==> src/rtl/vertex_transform_project_macros.svh <==
// ----------------------------------------------------------------------------
// vertex transform assertion macros
// concurrent check wrappers, empty when synthesising
// ----------------------------------------------------------------------------
`ifndef VERTEX_TRANSFORM_PROJECT_MACROS_SVH
`define VERTEX_TRANSFORM_PROJECT_MACROS_SVH
`ifndef SYNTHESIS
// same-cycle implication
`define VTP_ASSERT_IMP(label, ante, cons) \
  label: assert property (@(posedge clk) disable iff (rst) (ante) |-> (cons)) \
    else $error("vtp check failed");
// next-cycle implication
`define VTP_ASSERT_NXT(label, ante, cons) \
  label: assert property (@(posedge clk) disable iff (rst) (ante) |=> (cons)) \
    else $error("vtp check failed");
`else
`define VTP_ASSERT_IMP(label, ante, cons)
`define VTP_ASSERT_NXT(label, ante, cons)
`endif
`endif

==> src/rtl/vtp_pkg.sv <==
// ----------------------------------------------------------------------------
// vtp_pkg
// shared types and constants of the vertex transform block
// ----------------------------------------------------------------------------
`default_nettype none

package vtp_pkg;

  // number formats
  localparam int FRAC_BITS = 16;
  localparam int DW        = 32;
  localparam int PROD_W    = 2 * DW;
  localparam int SUM_W     = PROD_W + 2;
  localparam int NUM_W     = DW + FRAC_BITS;

  // register file
  localparam int NREGS     = 8;
  localparam int REG_W     = 64;
  localparam int REG_IDX_W = 3;
  localparam int ADDR_W    = REG_IDX_W + 3;

  // pipeline shape
  localparam int XF_STAGES = 3;
  localparam int NST       = XF_STAGES + 1 + NUM_W + 1;

  localparam logic [REG_W-1:0] ONE_LO = REG_W'(1) << FRAC_BITS;
  localparam logic [REG_W-1:0] ONE_HI = ONE_LO << DW;

  // identity matrix held by the register file after reset
  localparam logic [NREGS-1:0][REG_W-1:0] MAT_RESET = {
    ONE_HI, REG_W'(0), ONE_LO, REG_W'(0), REG_W'(0), ONE_HI, REG_W'(0), ONE_LO
  };

  localparam logic signed [SUM_W-1:0] ROUND = SUM_W'(1) << (FRAC_BITS - 1);

  localparam logic [NUM_W-1:0] NEG_LIM = NUM_W'(1) << (DW - 1);
  localparam logic [NUM_W-1:0] POS_LIM = NEG_LIM - NUM_W'(1);

  localparam logic [DW-1:0] SAT_MAX = {1'b0, {(DW-1){1'b1}}};
  localparam logic [DW-1:0] SAT_MIN = {1'b1, {(DW-1){1'b0}}};

  typedef struct packed {
    logic                 mode;
    logic signed [DW-1:0] in_x;
    logic signed [DW-1:0] in_y;
    logic signed [DW-1:0] in_z;
    logic signed [DW-1:0] in_w;
  } vtp_in_t;

  typedef struct packed {
    logic signed [DW-1:0] out_x;
    logic signed [DW-1:0] out_y;
    logic signed [DW-1:0] out_z;
    logic signed [DW-1:0] out_w;
    logic                 w_was_zero;
    logic                 saturated;
  } vtp_out_t;

  // transform result handed to the divider
  typedef struct packed {
    logic               mode;
    logic               clip;
    logic [3:0][DW-1:0] res;
  } vtp_xf_t;

  // state carried along the divider chain
  typedef struct packed {
    logic                  project;
    logic                  wzero;
    logic                  clip;
    logic [3:0][DW-1:0]    res;
    logic [2:0]            neg;
    logic [DW-1:0]         den;
    logic [2:0][DW-1:0]    rem;
    logic [2:0][NUM_W-1:0] num;
  } vtp_div_t;

endpackage

`default_nettype wire

==> src/rtl/vtp_div_cell.sv <==
// ----------------------------------------------------------------------------
// vtp_div_cell
// one restoring divide step for x, y and z, one quotient bit per cell
// ----------------------------------------------------------------------------
`default_nettype none

module vtp_div_cell import vtp_pkg::*; (
  input  logic     clk,
  input  logic     rst,
  input  logic     load,
  input  logic     in_vld,
  input  vtp_div_t in_dat,
  output logic     out_vld,
  output vtp_div_t out_dat
);

  logic [DW:0]   trial [3];
  logic [DW:0]   diff  [3];
  logic [2:0]    ge;
  vtp_div_t      nxt;

  // shift in the next numerator bit, subtract where it fits
  always_comb begin
    nxt = in_dat;
    for (int l = 0; l < 3; l++) begin
      trial[l] = {in_dat.rem[l], in_dat.num[l][NUM_W-1]};
      diff[l]  = trial[l] - {1'b0, in_dat.den};
      ge[l]    = trial[l] >= {1'b0, in_dat.den};
      nxt.rem[l] = ge[l] ? diff[l][DW-1:0] : trial[l][DW-1:0];
      nxt.num[l] = {in_dat.num[l][NUM_W-2:0], ge[l]};
    end
  end

  always_ff @(posedge clk) begin
    if (rst) begin
      out_vld <= 1'b0;
    end else if (load) begin
      out_vld <= in_vld;
    end
  end

  always_ff @(posedge clk) begin
    if (load) begin
      out_dat <= nxt;
    end
  end

endmodule

`default_nettype wire

==> config.mk <==
export PLATFORM = sky130hd
export DESIGN_NAME = vtp_div_cell
export DESIGN_NICKNAME = d
export VERILOG_FILES = /design/src/rtl/vertex_transform_project_macros.svh /design/src/rtl/vtp_pkg.sv /design/src/rtl/vtp_div_cell.sv
export SDC_FILE = /design/constraint.sdc
export NUM_CORES = 1
export LEC_CHECK = 0
export BUFFER_PORTS_ARGS = -buffer_cell sky130_fd_sc_hd__buf_2
export CAP_MARGIN = 20
export CORE_AREA = 2 2 319 321
export DETAILED_ROUTE_END_ITERATION = 10
export DIE_AREA = 0 0 321 323
export GPL_TIMING_DRIVEN = 0
export SYNTH_ARGS = -nofsm -noshare
export SYNTH_HDL_FRONTEND = slang
export SYNTH_SLANG_ARGS = --single-unit
==> constraint.sdc <==
create_clock -name clk -period 7.55 [get_ports clk]
set_clock_uncertainty 0.2 [all_clocks]
set_input_delay 0.3775 -clock clk [delete_from_list [all_inputs] [get_ports clk]]
set_output_delay 0.3775 -clock clk [all_outputs]
set_load 0.01 [all_outputs]
# Word level (Yosys, flattened, before mapping)
# Index checks and enable logic that the tools add are counted.
# op_classes
n_addsub	3
mul	0
n_div	0
n_lt_le_gt_ge	3
eq_ne	0
n_shift	0
mux	3
bitwise	0
n_reduce_logical	0
# op_table
cell	n
33-bit by 32-bit >= comparator with 1-bit output	3
32-bit two-way mux	3
32-bit subtractor	3
# totals
register_bits	407
latchBits	0
ramBits	0
mem_bits_ro	0
output_inout_bits	407
word_cells	25
n_memories	0

# Logic depth before layout (Yosys ltp)
# depth
ltp_word	2
ltp_mapped	13
mapped_depth_nobuf	11

# Worst setup path after synthesis
# Ideal clock, no wire load.
# synth_path
kind	in2reg
from	input in_dat[243] in the netlist's numbering
to	register out_dat[218] in the netlist's numbering, data pin
setup_ns	0.260
t_arrival_ns	2.573
setup_slack_ns	4.516
path_stages	11
cell_sequence	inv_1 ha_1 and3_1 o21a_1 o31a_1 o31a_1 a21bo_1 o41ai_2 inv_2 buf_6 mux2_4
# synth_lines
element	line_no	source
from (decl)	vtp_div_cell.sv:12	input vtp_div_t in_dat,
to (signal assigned)	vtp_div_cell.sv:44	out_dat <= nxt;
to (decl)	vtp_div_cell.sv:14	output vtp_div_t out_dat

==> metrics.txt <==
critical path arrival 4.25 ns; clock network fraction of design power 37.2%; # IOs 817; nets 3253; Leak 12.9 nW; CTS buffer count 52; post-layout util 30.4%; Synth top area share 64.3%; Clock Tree Buf Depth 3; f_max 243 MHz; top cells by area, synth edfxtp_1 64%, ha_1 6.3%, a21oi_1 3.3%; metal2 WL 51600 microns; reg2reg start out_vld; switching power total 2.12 mW; final worst path period need 4.11 ns; gp weighted congestion 0.912; setup slack, reg-to-reg 6.22 ns; outcome finished, final reports clean; vias in the first global route 16700; vias per std cell 4.30; Core ar. 101000 sq um; element type at the critical path end register; reg-to-reg endpoint out_vld; WHS 0.0647 ns; post-synthesis sequential area ratio 64.4%; row count 117; Clock Tree Root clkbuf_16; worst slew pin tran 0.863 ns; CTS sink cnt 407; Setup Viol. Count Final 0; wire length on met1 43600 microns; P_int 4.89 mW; CTS clk-pin slew, worst paths 0.06 ns; WS Path Type in -> reg; Final Max Slew Viols 0; flop and latch count out of synthesis 407; first-pass GRT wire length 144000 microns; Post-Syn Area 19000 sq um; Crit Path Max Fanout 10; cell area after placement 24800 sq um; FFs w/ async S/R, synth 0%; setup tns final 0 ns; Final HPWL DP 92400 microns; switching power share of the total 30.3%; Setup Buffers After CTS 0; share of power burned in registers 40.2%; TritonCTS clock tree yes; Critical Path RT 7.69 ns; Post-synth top cells 406 x edfxtp_1, 126 x a21oi_1, 109 x nor2_1; Clk Latency, worst-skew pair 0.62 ns; grt ovf 0; final worst path period share 54.4%; worst min path class in -> reg; reg2reg path depth 3; Post-CTS Resized 0; met3 WL post-DR 13000 microns; Comb power frac 22.6%; Post-Synthesis Cells 1466; Die Wd 321 microns; Die Span Y 323 microns; Peak VDD IR 0.148 mV; Buffers on Ports 816; drt wl/cell 27.4 microns; Hold Fails Final Rpt 0; area grow syn2layout 61.6%; RSZ-0062 raised after global routing no; Hold-fix buffers, CTS 404; CP startpoint in_dat[260]; share of cells above drive strength 1 34.2%; DRT antenna net count 0; GRT Total Usage 20.6%; syn nets 1975; Distinct cells, synth 75; DRT Wirelength 113000 microns; vias 17700; detailed-route DRC error count 0; die area 104000 sq um; post-synth top area cell edfxtp_1; Pwr Density 229 nW/um^2; Power Total 7.01 mW; mean post-synth cell area 12.9 sq um; 1st-iter DRT viols 1150; Startpoint Class primary input; Slew HR 42.5%; Syn. warnings 0; initial antenna violation count 43; max-cap check violation count 0; DR top layer met5; Synth Flop Type edfxtp_1; Setup crit end out_dat[145]; H-tree levels 2; EDFF count, synth 406; Initial Util 18.8%; count leader, synth edfxtp_1; Pre-Repair DR Iteration Count 5; design area 30700 sq um; largest net degree at the start of global routing 109
[metal layers]
metal / up-vias / global-route usage (%)
li1: 8157 / -
met1: 8562 / 23.8
met2: 801 / 33.4
met3: 169 / 9.75
met4: 30 / 7.06
met5: - / 0
[registers in the layout, summed over array words and instances (netlist names)]
signal	flops
out_dat	406
out_vld	1
[kinds of logic (layout without fill, tap and decap cells)]
logic type	Yosys count	in the layout	share of synthesized area, %
DFF	407	407	64.4
AOI/OAI and AO/OA	405	405	13.6
and+or+nand+nor	350	350	8.54
buffers and inverters	118	1439	2.59
adders and majority gates	99	99	6.65
xor gates and xnor gates	70	70	3.23
muxes	17	17	1.08
other	0	20	0
[final cells by class]
type | instances | area, sq um
fill | 10400 | 70100
sequential | 407 | 12200
timing repair buffer | 1224 | 8250
multi-input combinational | 941 | 6270
tap | 1309 | 1640
clock buffer | 60 | 1350
clock inverter | 37 | 397
inverter | 67 | 251
buffer | 51 | 240
antenna | 20 | 50.0
[worst max-delay path: stages]
cell	delay, ns
dlygate4sd3_1	0.56
buf_2	0.13
inv_1	0.20
ha_1	0.35
clkbuf_1	0.28
nand4_1	0.32
nor4_1	0.53
a311o_1	0.25
o221ai_1	0.10
a21oi_1	0.14
o21ba_2	0.18
buf_2	0.20
clkbuf_1	0.31
nand2_1	0.15
o21ai_0	0.16
[power by group through the flow]
stage / clock network [mW] / registers [mW] / logic (mW)
after floorplan: 0 / 2.98 / 0.515
after detailed placement: 0 / 2.86 / 1.39
after CTS: 2.71 / 2.82 / 1.60
after global routing: 2.77 / 2.84 / 1.70
after global placement: 0 / 2.89 / 1.39
final: 2.61 / 2.82 / 1.59
[worst min-delay path by stage]
| stage | startpoint | endpoint | slack, ns | cells after the start |
|---|---|---|---|---|
| floorplan | rst | out_vld | 0.25 | 1 |
| global placement | out_vld | out_vld | 0.28 | 2 |
| detailed placement | out_vld | out_vld | 0.29 | 2 |
| CTS | in_dat[241] | out_dat[241] | 0.007 | 1 |
| global route | in_dat[241] | out_dat[241] | 0.03 | 1 |
| finish | in_dat[223] | out_dat[224] | 0.06 | 3 |
[stage by stage]
stage / instances / setup slack [ns]
floorplan: 1466 / 4.52
global placement: 3591 / -0.921
detailed placement: 3595 / 3.15
CTS: 4096 / 3.52
global route: 4105 / 3.19
finish: 4116 / 3.44
[placed cells by master (no fill, tap or decap), types with 11 or more instances in the layout]
| cell | instances |
|---|---|
| diode_2 | 20 |
| clkbuf_16 | 53 |
| nand2_1 | 106 |
| o21ai_0 | 97 |
| o31ai_1 | 11 |
| a21oi_1 | 126 |
| xnor2_1 | 39 |
| nand2b_1 | 12 |
| nand4_1 | 23 |
| clkbuf_1 | 37 |
| buf_2 | 830 |
| a31oi_1 | 17 |
| ha_1 | 96 |
| inv_1 | 66 |
| o21a_1 | 17 |
| a21o_1 | 44 |
| edfxtp_1 | 406 |
| nand3_1 | 22 |
| dlygate4sd3_1 | 404 |
| o21bai_1 | 13 |
| nor2_1 | 109 |
| nor3_1 | 20 |
| xor2_1 | 31 |
| nor2b_1 | 13 |
No activity file was read; power rests on OpenSTA's default activity.
